File: src/hw/rtl/bhsc_pkg.sv
// Shared types, widths and commutation tables for the BLDC hall six-step commutator.
// Used by the top level and its checker; depends on nothing else.

package bhsc_pkg;

   localparam int DATA_W      = 32;
   localparam int DUTY_W      = 16;
   localparam int HALL_W      = 3;
   localparam int OP_W        = 2;
   localparam int MODE_W      = 2;
   localparam int PHASE_W     = 2;
   localparam int CSR_INDEX_W = 1;

   localparam int WINDOW    = 8;
   localparam int SLOT_W    = (WINDOW > 1) ? $clog2(WINDOW) : 1;
   localparam int SEEN_W    = $clog2(WINDOW + 1);
   localparam int SUM_W     = DATA_W + SLOT_W;
   localparam int DIV_STEPS = SUM_W;
   localparam int CNT_W     = $clog2(DIV_STEPS + 1);

   localparam logic [DUTY_W-1:0] DUTY_RESET    = DUTY_W'(1000);
   localparam logic [DATA_W-1:0] RPM_NUM_RESET = DATA_W'(5000000);

   typedef enum logic [OP_W-1:0] {
      OP_FWD_KEY   = 2'd0,
      OP_REV_KEY   = 2'd1,
      OP_HALL_EDGE = 2'd2,
      OP_TIMEOUT   = 2'd3
   } op_type;

   typedef enum logic [MODE_W-1:0] {
      MODE_STOP = 2'd0,
      MODE_FWD  = 2'd1,
      MODE_REV  = 2'd2
   } mode_type;

   typedef enum logic [PHASE_W-1:0] {
      PH_NONE = 2'd0,
      PH_U    = 2'd1,
      PH_V    = 2'd2,
      PH_W    = 2'd3
   } phase_type;

   typedef enum logic [CSR_INDEX_W-1:0] {
      CSR_DUTY    = 1'd0,
      CSR_RPM_NUM = 1'd1
   } csr_type;

   // Forward high side; the reverse low side uses the same table.
   function automatic phase_type fwd_high(input logic [HALL_W-1:0] hall);
      phase_type ph;
      case (hall)
         3'd1:    ph = PH_U;
         3'd2:    ph = PH_V;
         3'd3:    ph = PH_V;
         3'd4:    ph = PH_W;
         3'd5:    ph = PH_U;
         3'd6:    ph = PH_W;
         default: ph = PH_NONE;
      endcase
      return ph;
   endfunction

   // Forward low side; the reverse high side uses the same table.
   function automatic phase_type fwd_low(input logic [HALL_W-1:0] hall);
      phase_type ph;
      case (hall)
         3'd1:    ph = PH_W;
         3'd2:    ph = PH_U;
         3'd3:    ph = PH_W;
         3'd4:    ph = PH_V;
         3'd5:    ph = PH_V;
         3'd6:    ph = PH_U;
         default: ph = PH_NONE;
      endcase
      return ph;
   endfunction

endpackage

File: src/hw/rtl/bldc_hall_six_step_commutator_unit.sv
// Top level of the BLDC hall six-step commutator with moving-average speed.
// Uses bhsc_pkg; holds the sequencer, the shared restoring divider and the sample window.
//
//   channel  direction  handshake            word
//   req      in         req_valid/req_stall  operation, hall state, elapsed time
//   rsp      out        rsp_valid/rsp_stall  run state, gates, phases, compare, speed
//   csr      in         csr_write            index, write data
//
// Key events and hall edges with zero elapsed time go straight to the result state.
// A timeout runs only the average divide, a hall edge both: each divide is one bit a cycle
// through the single 35-bit restoring divider, first the speed sample, then the average.
// Reset is synchronous and clears control state, the window and the registers to defaults.
// A stalled result waits in the output register; the next word is taken meanwhile.

module bldc_hall_six_step_commutator_unit (
   input  logic                                 clock,
   input  logic                                 reset,
   input  logic                                 req_valid,
   output logic                                 req_stall,
   input  logic [bhsc_pkg::OP_W-1:0]            req_operation,
   input  logic [bhsc_pkg::HALL_W-1:0]          req_hall_state,
   input  logic [bhsc_pkg::DATA_W-1:0]          req_elapsed_us,
   output logic                                 rsp_valid,
   input  logic                                 rsp_stall,
   output logic [bhsc_pkg::MODE_W-1:0]          rsp_run_state,
   output logic                                 rsp_gate_enable,
   output logic [bhsc_pkg::PHASE_W-1:0]         rsp_high_phase,
   output logic [bhsc_pkg::PHASE_W-1:0]         rsp_low_phase,
   output logic [bhsc_pkg::DUTY_W-1:0]          rsp_pwm_compare,
   output logic [bhsc_pkg::DATA_W-1:0]          rsp_speed_rpm,
   input  logic                                 csr_write,
   input  logic [bhsc_pkg::CSR_INDEX_W-1:0]     csr_index,
   input  logic [bhsc_pkg::DATA_W-1:0]          csr_wdata
);

   localparam int DATA_W = bhsc_pkg::DATA_W;
   localparam int SUM_W  = bhsc_pkg::SUM_W;
   localparam int SLOT_W = bhsc_pkg::SLOT_W;
   localparam int SEEN_W = bhsc_pkg::SEEN_W;
   localparam int CNT_W  = bhsc_pkg::CNT_W;
   localparam int WINDOW = bhsc_pkg::WINDOW;

   typedef enum logic [2:0] {
      ST_IDLE,
      ST_SAMPLE_DIV,
      ST_PUSH,
      ST_AVG_DIV,
      ST_DONE
   } state_type;

   state_type state_ff, state_in;

   bhsc_pkg::mode_type  mode_ff, mode_in, key_dir, comm_mode;
   bhsc_pkg::phase_type high_ff, high_in, low_ff, low_in, tbl_high, tbl_low;

   logic [bhsc_pkg::DUTY_W-1:0] duty_ff, duty_in;
   logic [DATA_W-1:0]           numer_ff, numer_in;

   logic [DATA_W-1:0] win_ff [WINDOW];
   logic              win_we;
   logic [SLOT_W-1:0] slot_ff, slot_in;
   logic [SEEN_W-1:0] seen_ff, seen_in;
   logic [SUM_W-1:0]  sum_ff, sum_in;
   logic [DATA_W-1:0] avg_ff, avg_in;
   logic [DATA_W-1:0] sample_ff, sample_in;

   logic [DATA_W:0]   rem_ff, rem_in;
   logic [SUM_W-1:0]  quo_ff, quo_in;
   logic [DATA_W-1:0] den_ff, den_in;
   logic [CNT_W-1:0]  cnt_ff, cnt_in;
   logic [DATA_W:0]   rem_shift;
   logic [DATA_W+1:0] rem_diff;
   logic              div_ge;

   logic                            rsp_valid_ff, rsp_valid_in;
   logic [bhsc_pkg::MODE_W-1:0]     rsp_mode_ff, rsp_mode_in;
   logic                            rsp_gate_ff, rsp_gate_in;
   logic [bhsc_pkg::PHASE_W-1:0]    rsp_high_ff, rsp_high_in;
   logic [bhsc_pkg::PHASE_W-1:0]    rsp_low_ff, rsp_low_in;
   logic [bhsc_pkg::DUTY_W-1:0]     rsp_cmp_ff, rsp_cmp_in;
   logic [DATA_W-1:0]               rsp_speed_ff, rsp_speed_in;

   logic req_take;
   logic out_free;

   assign req_stall = (state_ff != ST_IDLE);
   assign req_take  = req_valid && !req_stall;
   assign out_free  = !rsp_valid_ff || !rsp_stall;

   assign key_dir   = (req_operation == bhsc_pkg::OP_FWD_KEY) ? bhsc_pkg::MODE_FWD
                                                              : bhsc_pkg::MODE_REV;
   assign comm_mode = (req_operation == bhsc_pkg::OP_HALL_EDGE) ? mode_ff : key_dir;

   always_comb begin
      unique case (comm_mode)
         bhsc_pkg::MODE_FWD: begin
            tbl_high = bhsc_pkg::fwd_high(req_hall_state);
            tbl_low  = bhsc_pkg::fwd_low(req_hall_state);
         end
         bhsc_pkg::MODE_REV: begin
            tbl_high = bhsc_pkg::fwd_low(req_hall_state);
            tbl_low  = bhsc_pkg::fwd_high(req_hall_state);
         end
         default: begin
            tbl_high = bhsc_pkg::PH_NONE;
            tbl_low  = bhsc_pkg::PH_NONE;
         end
      endcase
   end

   assign rem_shift = {rem_ff[DATA_W-1:0], quo_ff[SUM_W-1]};
   assign rem_diff  = {1'b0, rem_shift} - {2'b00, den_ff};
   assign div_ge    = !rem_diff[DATA_W+1];

   always_comb begin
      state_in     = state_ff;
      mode_in      = mode_ff;
      high_in      = high_ff;
      low_in       = low_ff;
      duty_in      = duty_ff;
      numer_in     = numer_ff;
      win_we       = 1'b0;
      slot_in      = slot_ff;
      seen_in      = seen_ff;
      sum_in       = sum_ff;
      avg_in       = avg_ff;
      sample_in    = sample_ff;
      rem_in       = rem_ff;
      quo_in       = quo_ff;
      den_in       = den_ff;
      cnt_in       = cnt_ff;
      rsp_valid_in = rsp_valid_ff && rsp_stall;
      rsp_mode_in  = rsp_mode_ff;
      rsp_gate_in  = rsp_gate_ff;
      rsp_high_in  = rsp_high_ff;
      rsp_low_in   = rsp_low_ff;
      rsp_cmp_in   = rsp_cmp_ff;
      rsp_speed_in = rsp_speed_ff;

      if (csr_write) begin
         unique case (bhsc_pkg::csr_type'(csr_index))
            bhsc_pkg::CSR_DUTY:    duty_in  = csr_wdata[bhsc_pkg::DUTY_W-1:0];
            bhsc_pkg::CSR_RPM_NUM: numer_in = csr_wdata;
            default: ;
         endcase
      end

      unique case (state_ff) inside
         ST_IDLE: begin
            if (req_take) begin
               unique case (bhsc_pkg::op_type'(req_operation)) inside
                  bhsc_pkg::OP_FWD_KEY, bhsc_pkg::OP_REV_KEY: begin
                     if (mode_ff == key_dir) begin
                        mode_in = bhsc_pkg::MODE_STOP;
                        high_in = bhsc_pkg::PH_NONE;
                        low_in  = bhsc_pkg::PH_NONE;
                     end else begin
                        mode_in = key_dir;
                        high_in = tbl_high;
                        low_in  = tbl_low;
                     end
                     state_in = ST_DONE;
                  end
                  bhsc_pkg::OP_HALL_EDGE: begin
                     high_in = tbl_high;
                     low_in  = tbl_low;
                     if (req_elapsed_us != '0) begin
                        rem_in   = '0;
                        quo_in   = SUM_W'(numer_ff);
                        den_in   = req_elapsed_us;
                        cnt_in   = CNT_W'(bhsc_pkg::DIV_STEPS);
                        state_in = ST_SAMPLE_DIV;
                     end else begin
                        state_in = ST_DONE;
                     end
                  end
                  bhsc_pkg::OP_TIMEOUT: begin
                     sample_in = '0;
                     state_in  = ST_PUSH;
                  end
                  default: ;
               endcase
            end
         end
         ST_SAMPLE_DIV, ST_AVG_DIV: begin
            if (cnt_ff != '0) begin
               rem_in = div_ge ? rem_diff[DATA_W:0] : rem_shift;
               quo_in = {quo_ff[SUM_W-2:0], div_ge};
               cnt_in = cnt_ff - 1'b1;
            end else if (state_ff == ST_SAMPLE_DIV) begin
               sample_in = quo_ff[DATA_W-1:0];
               state_in  = ST_PUSH;
            end else begin
               avg_in   = quo_ff[DATA_W-1:0];
               state_in = ST_DONE;
            end
         end
         ST_PUSH: begin
            win_we  = 1'b1;
            sum_in  = sum_ff - SUM_W'(win_ff[slot_ff]) + SUM_W'(sample_ff);
            slot_in = (slot_ff == SLOT_W'(WINDOW - 1)) ? '0 : slot_ff + 1'b1;
            seen_in = (seen_ff < SEEN_W'(WINDOW)) ? seen_ff + 1'b1 : seen_ff;
            rem_in  = '0;
            quo_in  = sum_in;
            den_in  = DATA_W'(seen_in);
            cnt_in  = CNT_W'(bhsc_pkg::DIV_STEPS);
            state_in = ST_AVG_DIV;
         end
         ST_DONE: begin
            if (out_free) begin
               rsp_valid_in = 1'b1;
               rsp_mode_in  = mode_ff;
               rsp_gate_in  = (mode_ff != bhsc_pkg::MODE_STOP);
               rsp_high_in  = high_ff;
               rsp_low_in   = low_ff;
               rsp_cmp_in   = duty_ff;
               rsp_speed_in = avg_ff;
               state_in     = ST_IDLE;
            end
         end
         default: state_in = ST_IDLE;
      endcase
   end

   always_ff @(posedge clock) begin
      if (reset) begin
         state_ff     <= ST_IDLE;
         mode_ff      <= bhsc_pkg::MODE_STOP;
         high_ff      <= bhsc_pkg::PH_NONE;
         low_ff       <= bhsc_pkg::PH_NONE;
         duty_ff      <= bhsc_pkg::DUTY_RESET;
         numer_ff     <= bhsc_pkg::RPM_NUM_RESET;
         slot_ff      <= '0;
         seen_ff      <= '0;
         sum_ff       <= '0;
         avg_ff       <= '0;
         rsp_valid_ff <= 1'b0;
         for (int i = 0; i < WINDOW; i++) begin
            win_ff[i] <= '0;
         end
      end else begin
         state_ff     <= state_in;
         mode_ff      <= mode_in;
         high_ff      <= high_in;
         low_ff       <= low_in;
         duty_ff      <= duty_in;
         numer_ff     <= numer_in;
         slot_ff      <= slot_in;
         seen_ff      <= seen_in;
         sum_ff       <= sum_in;
         avg_ff       <= avg_in;
         rsp_valid_ff <= rsp_valid_in;
         if (win_we) begin
            win_ff[slot_ff] <= sample_ff;
         end
      end
      sample_ff    <= sample_in;
      rem_ff       <= rem_in;
      quo_ff       <= quo_in;
      den_ff       <= den_in;
      cnt_ff       <= cnt_in;
      rsp_mode_ff  <= rsp_mode_in;
      rsp_gate_ff  <= rsp_gate_in;
      rsp_high_ff  <= rsp_high_in;
      rsp_low_ff   <= rsp_low_in;
      rsp_cmp_ff   <= rsp_cmp_in;
      rsp_speed_ff <= rsp_speed_in;
   end

   assign rsp_valid       = rsp_valid_ff;
   assign rsp_run_state   = rsp_mode_ff;
   assign rsp_gate_enable = rsp_gate_ff;
   assign rsp_high_phase  = rsp_high_ff;
   assign rsp_low_phase   = rsp_low_ff;
   assign rsp_pwm_compare = rsp_cmp_ff;
   assign rsp_speed_rpm   = rsp_speed_ff;

endmodule

File: config.mk
export PLATFORM = sky130hd
export DESIGN_NAME = bldc_hall_six_step_commutator_unit
export DESIGN_NICKNAME = d
export VERILOG_FILES = /design/src/hw/rtl/bhsc_pkg.sv /design/src/hw/rtl/bldc_hall_six_step_commutator_unit.sv
export SDC_FILE = /design/constraint.sdc
export NUM_CORES = 1
export LEC_CHECK = 0
export ABC_CLOCK_PERIOD_IN_PS = 6140
export BUFFER_PORTS_ARGS = -buffer_cell sky130_fd_sc_hd__buf_2
export CAP_MARGIN = 20
export CELL_PAD_IN_SITES_DETAIL_PLACEMENT = 0
export CELL_PAD_IN_SITES_GLOBAL_PLACEMENT = 1
export CORE_ASPECT_RATIO = 0.8
export CORE_MARGIN = 2
export CORE_UTILIZATION = 50
export CTS_CLUSTER_DIAMETER = 120
export DETAILED_ROUTE_END_ITERATION = 8
export PLACE_DENSITY_LB_ADDON = 0.25
export SYNTH_ARGS = -nofsm -noshare
export SYNTH_HDL_FRONTEND = slang
export SYNTH_SLANG_ARGS = --single-unit
File: constraint.sdc
create_clock -name clock -period 6.14 [get_ports clock]
set_input_delay 0.614 -clock clock [delete_from_list [all_inputs] [get_ports clock]]
set_output_delay 0.614 -clock clock [all_outputs]
set_load 0.02 [all_outputs]
== Yosys cells after proc, flatten, opt, wreduce, memory -nomap -nowiden ==
Memories as Yosys holds them, arrays and structs flattened. A register that Yosys moved wholly into a read port is not among the register bits.
Index checks and enable logic that the tools add are counted.
Storage, ports and cells
  bits in registers: 324
  bits in writable memories: 256
  bits of input ports: 75
  output and inout bits: 57
  logic and storage cells: 153
  memories: 1
Operators by class
  add/sub/neg operators: 6
  $lt $le $gt $ge: 1
  eq/ne operators: 26
  multiplexer cells: 58
  bitwise gates (word level): 3
  reductions and logical operators: 36
Memories
  win_ff: depth 8, bits a word 32, read ports 1, clocked after Yosys merged registers in 1, write ports 8, line bldc_hall_six_step_commutator_unit.sv:59  | logic [DATA_W-1:0] win_ff [WINDOW];
Operators with widths (count)
  two-way mux 32 bit: 13
  two-way mux 35 bit: 4
  one-hot mux 32 bit (2 select lines): 2
  one-hot mux 35 bit (3 select lines): 1
  one-hot mux 32 bit (3 select lines): 1
  adder 35 x 32 -> 35 bit: 1
  subtractor 35 x 32 -> 35 bit: 1
  subtractor 33 x 32 -> 34 bit: 1
  nonzero test 32 bit: 1
  OR reduction 32 bit: 1
  two-way mux 3 bit: 9
  two-way mux 6 bit: 4
  one-hot mux 6 bit (3 select lines): 1
  one-hot mux 2 bit (2 select lines): 4
  OR reduction 2 bit: 8
  == test 3 bit, second input constant: 5
  == test 3 x 2 -> 1 bit, second input constant: 4
  one-hot mux 2 bit (3 select lines): 2
  one-hot mux 3 bit (4 select lines): 1
  two-way mux 2 bit: 5
  inequality test 2 bit, second input constant: 5
  AND reduction 5 bit: 2
  two-way mux 1 bit: 9
  one-hot mux 3 bit (3 select lines): 1
  other kinds (23): 44

== Longest topological paths before layout ==
Gate-level depths: netlist of run 1.
  word-level depth: 7
  mapped depth: 17
  gate-level depth less buffers: 15

== Worst setup path after synthesis of run 1 ==
OpenSTA, ideal clock, no wires.
  path kind: reg2reg
  from: reg with a tool-made name
  to: reg sum_ff[34]
  setup time: 0.123 ns
  arrival time: 4.993 ns
  required time: 6.017 ns
  path slack: 1.024 ns
  stages on the path, launching flop included: 17
  path buffers: 2
  period minus slack after synthesis: 5.116 ns
  cell sequence: dfxtp_1 clkbuf_1 buf_1 mux4_2 mux2_2 fa_1 inv_1 fa_1 a211oi_2 o21bai_1 o21a_2 a31oi_4 o41ai_2 a221o_1 o221ai_2 mux2i_1 mux2_1
RTL lines
  to (signal assigned): line bldc_hall_six_step_commutator_unit.sv:250  | sum_ff <= sum_in;
  to (decl): line bldc_hall_six_step_commutator_unit.sv:63  | logic [SUM_W-1:0] sum_ff, sum_in;

==> results.ini, run 1 <==
[status]
outcome = completed

[clock_tree]
cts_made_buffers = 57
postCtsHoldBufs = 0
cts_root_buffer = clkbuf_16
path_clk_slew_ns = 0.06
htree_levels = 2
clock_sinks = 583
cts_resized = 0
clk_latency_ns = 0.63
cts_tree = built
post_cts.repair.setup_buffers = 0
clk_path_buf_depth = 3

[sta]
min_period_over_period_pct = 86.9
setup_tns_ns = 0
fin_hold_ws_ns = 0.211
slew_viol_final = 0
rsz0062_at_grt = false
fmaxAchievable_mhz = 187
setup_viol = 0
hold_viol_final = 0
relSlewSlack_pct = 27.4
period_needed_ns = 5.33
clock-skew-final_ns = 0.0184
worstMarginPinSlew_ns = 1.09

[min_path]
whs_path_depth = 3
hold_path_class = in2reg

[yosys]
ys_async_sr_fraction_pct = 0
synthCells = 2479
synth-main-ff-cell = edfxtp_1
synth.largest_area_cell = edfxtp_1
syn-cell-area_sq_um = 28100
synth_warnings = 0
synth-seq-area-share_pct = 57.5
syn-num-nets = 2660
synth_top_area_share_pct = 47.9
avgSynthCellArea_sq_um = 11.3
synth.area.top_cells = edfxtp_1 (48%), dfxtp_1 (9.6%), mux4_2 (5.1%)
synth_edf_count = 448
yosys_register_bits = 583
yosys.cell_types.count = 73

[critical_path]
worst-endpoint-arrival_ns = 5.84
crit_chain = mux4_2 > mux2_2 > fa_1 > inv_1 > fa_1 > a211oi_2 > o21bai_1 > o21a_2 > a31oi_4 > o41ai_2 > a221o_1 > o221ai_2 > mux2i_1 > mux2_1
end_kind = register
critPathLaunchType = register
regToRegSetupSlack_ns = 0.81
worstPathMaxFanout = 40
r2r-end = sum_ff[34]
critPathMaxStageDelay_ns = 0.90
worstPathRequired_ns = 6.65
cpMostUsedCell = fa_1
cp-endpoint = sum_ff[34]
cpMaxStageDelayCell = dfxtp_4
reg2reg_depth = 14
crit_type = reg2reg

[pwr]
power_mw = 13.3
ir_drop_mv = 0.271
p_leak_nw = 11.7
powerDensity_nw_per_um2 = 420

[placed_design]
hpwl_um = 46100
place_area_sq_um = 29500
port_buffers = 131
gp_congestion = 0.888

[floorplan]
num_rows = 77
start_util_pct = 50.7
die_w_um = 269
io_pins = 132
core_area_sq_um = 55400
die_h_um = 216
fp.dieArea_sq_um = 58100

[global_routing]
grt_pass1_vias = 19300
grt_pass1_wl_um = 112000
grt_max_degree = 93
grt_overflow_total = 0
antenna_found_initial = 3
track_usage_pct = 25.0

[drt]
drc_errors = 0
drt_iter0_drc = 1569
antenna_left = 0
drt-wirelength-per-cell_um = 21.4
vias = 19500
via_per_inst = 5.83
drt-total-wl_um = 71600
first_pass_iters = 5

[cells_and_area]
layout.nets = 2730
design_area_sq_um = 31600
area_delta_synth_final_pct = 12.5
drive_gt1_share_pct = 15.6

[run]
max_cap_viol_count = 0

## metrics by stage
stage / setup slack (ns) / utilization [%] / cells
finish: 0.806 / 57.1 / 3350
global route: 0.555 / 57.1 / 3350
CTS: 0.795 / 57.0 / 3346
detailed placement: 0.817 / 53.3 / 3239
global placement: 0.917 / 53.3 / 3238
floorplan: 1.02 / - / 2479
## flip-flops by register name (all words and copies together) (netlist names), 4 cells and up, named ones only
signal           cells
avg_ff              32
cnt_ff               6
den_ff              32
duty_ff             16
numer_ff            32
quo_ff              35
rem_ff              32
rsp_pwm_compare     16
rsp_speed_rpm       32
sample_ff           32
seen_ff              4
sum_ff              35
win_ff             256
## per-layer routing
metal  global-route usage [%]  wire, um  up-vias
met5                        0         0        -
met4                     7.93      1970        0
met3                     3.23      4390      124
met2                     39.8     33800      661
met1                     35.8     31500     9636
li1                         -         -     9112
## layout make-up
| class | count | area, sq um |
|---|---|---|
| multi-input combinational | 1556 | 10800 |
| tap | 750 | 938 |
| clock buffer | 75 | 1630 |
| clock inverter | 32 | 397 |
| fill | 4686 | 23800 |
| antenna | 3 | 7.51 |
| timing repair buffer | 174 | 1010 |
| inverter | 177 | 664 |
| sequential | 583 | 16200 |
## cell families after synthesis
kind of cell               Yosys count  share of synthesized area (%)
and+or+nand+nor                    883                           15.1
xor gates and xnor gates            56                           1.79
AOI/OAI and AO/OA                  410                           8.78
muxes                              101                           6.59
buffers and inverters              340                           4.59
adders and majority gates          106                           5.60
DFF                                583                           57.5
## cell usage in the layout, fill, tap and decap left out, types with 65 or more instances in the layout
cell	n
a21oi_1	215
and2_1	83
buf_2	130
dfxtp_1	131
edfxtp_1	448
ha_1	73
inv_1	146
nand2_1	343
nor2_1	65
nor3_1	196
nor4_1	69
## Yosys cell counts, drive strengths merged (32+ instances only)
cell type / count
fa: 33
a21o: 34
nor4: 69
nor2: 66
inv: 146
xnor2: 32
edfxtp: 448
clkbuf: 143
o21ai: 66
ha: 73
nand2: 344
mux4: 64
a21oi: 217
dfxtp: 135
nor3: 197
and2: 83
nand3: 38
## report_power, final
group / total (mW) / internal (mW) / switching [mW]
clock: 3.76 / 2.21 / 1.55
combinational: 4.47 / 1.67 / 2.80
sequential: 5.06 / 4.81 / 0.256
total: 13.3 / 8.68 / 4.61
## worst min-delay path by stage
stage               slack, ns          start                 end
global route             0.22  csr_wdata[17]        numer_ff[17]
floorplan                0.41     duty_ff[0]  rsp_pwm_compare[0]
detailed placement       0.41      avg_ff[8]    rsp_speed_rpm[8]
CTS                      0.18  csr_wdata[22]        numer_ff[22]
global placement         0.41     avg_ff[15]   rsp_speed_rpm[15]
finish                   0.21  csr_wdata[22]        numer_ff[22]
## critical path, delay by kind of cell (launching register included)
kind | cells | cell delay (ns)
flops | 1 | 0.90
fa+ha+maj | 2 | 0.98
mux | 4 | 1.45
buf+inv | 1 | 0.07
compound gates | 7 | 1.78
No activity file was read; power rests on OpenSTA's default activity.
==> run 2: changes to the inputs <==
--- a/config.mk
+++ b/config.mk
@@ -15,7 +15,7 @@
 export CORE_UTILIZATION = 50
 export CTS_CLUSTER_DIAMETER = 120
 export DETAILED_ROUTE_END_ITERATION = 8
-export PLACE_DENSITY_LB_ADDON = 0.25
+export PLACE_DENSITY_LB_ADDON = 0.1
 export SYNTH_ARGS = -nofsm -noshare
 export SYNTH_HDL_FRONTEND = slang
 export SYNTH_SLANG_ARGS = --single-unit
==> run 2 against run 1 <==
Compared with the run above: non-clock buffer count down 3; final area down 0.43%; wire length up 0.42%; clock skew up 0.0093 ns; die area unchanged; worst hold slack worse by 0.011 ns; worst setup slack better by 0.21 ns; critical path depth unchanged; largest power group unchanged.
==> results.ini, run 2 (synthesis results as in run 1) <==
[status]
outcome = completed

[drt]
drt-wirelength-per-cell_um = 21.5
drc_errors = 0
via_per_inst = 5.79
first_pass_iters = 5
antenna_left = 0
drt-total-wl_um = 71900
drt_iter0_drc = 1637
vias = 19300

[critical_path]
crit_chain = mux4_2 > mux2_2 > fa_1 > inv_1 > fa_1 > a211oi_2 > o21bai_1 > o21a_2 > a31oi_4 > o41ai_2 > a221o_1 > o221ai_2 > mux2i_1 > mux2_1
crit_type = reg2reg
worstPathMaxFanout = 28
end_kind = register
critPathLaunchType = register
worst-endpoint-arrival_ns = 5.64
worstPathRequired_ns = 6.65
critPathMaxStageDelay_ns = 0.73
cpMaxStageDelayCell = dfxtp_4
cpMostUsedCell = fa_1

[clock_tree]
post_cts.repair.setup_buffers = 0
postCtsHoldBufs = 0
clock_sinks = 583
cts_tree = built
path_clk_slew_ns = 0.07
cts_root_buffer = clkbuf_16
cts_resized = 0
htree_levels = 2
clk_latency_ns = 0.64
clk_path_buf_depth = 3
cts_made_buffers = 58

[placed_design]
hpwl_um = 46900
port_buffers = 131
dp_slack_ns = 1.04
gp_congestion = 0.875

[sta]
min_period_over_period_pct = 83.5
final.setup.worst_slack_ns = 1.01
hold_viol_final = 0
worstMarginPinSlew_ns = 1.08
period_needed_ns = 5.13
slew_viol_final = 0
setup_tns_ns = 0
clock-skew-final_ns = 0.0277
rsz0062_at_grt = false
relSlewSlack_pct = 28.3
setup_viol = 0
fmaxAchievable_mhz = 195

[floorplan]
num_rows = 77
io_pins = 132
die_w_um = 269
fp.dieArea_sq_um = 58100
die_h_um = 216
start_util_pct = 50.7
core_area_sq_um = 55400

[cells_and_area]
top_regs = win_ff (256), quo_ff (35), sum_ff (35)
diodes = 0
area_delta_synth_final_pct = 12.0
layout.nets = 2728
final_cell_mix = edfxtp_1 (448), nand2_1 (343), a21oi_1 (215)
multi_input_area_sq_um = 10800
fillers = 4768
seq_area_sq_um = 16200
largest_reg_flops = 256
fin_util_pct = 56.8
regMostFlops = win_ff
drive_gt1_share_pct = 15.1
layout.cells.most_common = edfxtp_1

[pwr]
ir_drop_mv = 0.244
power_mw = 13.1
p_leak_nw = 11.7
powerDensity_nw_per_um2 = 417

[global_routing]
grt_pass1_wl_um = 111000
grt_max_degree = 88
track_usage_pct = 24.8
antenna_found_initial = 0
grt_overflow_total = 0
grt_pass1_vias = 19200

[run]
max_cap_viol_count = 0

[min_path]
hold_path_class = in2reg
hp-start = csr_wdata[19]

## run 2: power by group
part	switching, mW	internal (mW)	leakage (nW)
clock	1.56	2.08	0.945
sequential	0.243	4.81	5.56
combinational	2.81	1.65	5.15
## run 2: path summary, 6_finish.rpt
path                                       endpoint  slack (ns)  depth (start not counted)
worst min register to register  rsp_pwm_compare[14]        0.43                          0
worst max register to register           sum_ff[34]        1.01                         14
worst min-delay path                   numer_ff[19]        0.20                          3
worst max-delay path                     sum_ff[34]        1.01                         14
## run 2: stage by stage
| step | hold slack (ns) | cell area, sq um | cells |
|---|---|---|---|
| finish | 0.200 | 31500 | 3340 |
| detailed placement | 0.416 | 29500 | 3234 |
| global placement | 0.412 | 29500 | 3234 |
| CTS | 0.162 | 31400 | 3337 |
| global route | 0.185 | 31500 | 3340 |
| floorplan | 0.408 | 28100 | 2479 |
## run 2: worst max-delay path: cells and delay by family, from the launching register on
kind                       cells  cell delay [ns]
muxes                          4             1.43
buffers and inverters          1             0.07
DFF                            1             0.73
AOI/OAI and AO/OA              7             1.79
adders and majority gates      2             0.97
## run 2: final cells by class
| class | instances | area share (%) |
|---|---|---|
| Tap cell | 750 | 2.98 |
| Multi-Input combinational cell | 1556 | 34.3 |
| Inverter | 177 | 2.11 |
| Clock inverter | 33 | 1.21 |
| Sequential cell | 583 | 51.4 |
| Timing Repair Buffer | 171 | 3.15 |
| Clock buffer | 70 | 4.88 |
## run 2: layer usage
layer  vias to the layer above  global-route usage (%)  wire, um
li1                       9108                       -         -
met1                      9568                    36.5     33000
met2                       559                    39.0     33300
met3                       112                    3.07      4080
met4                         0                    6.81      1580
met5                         -                       0         0
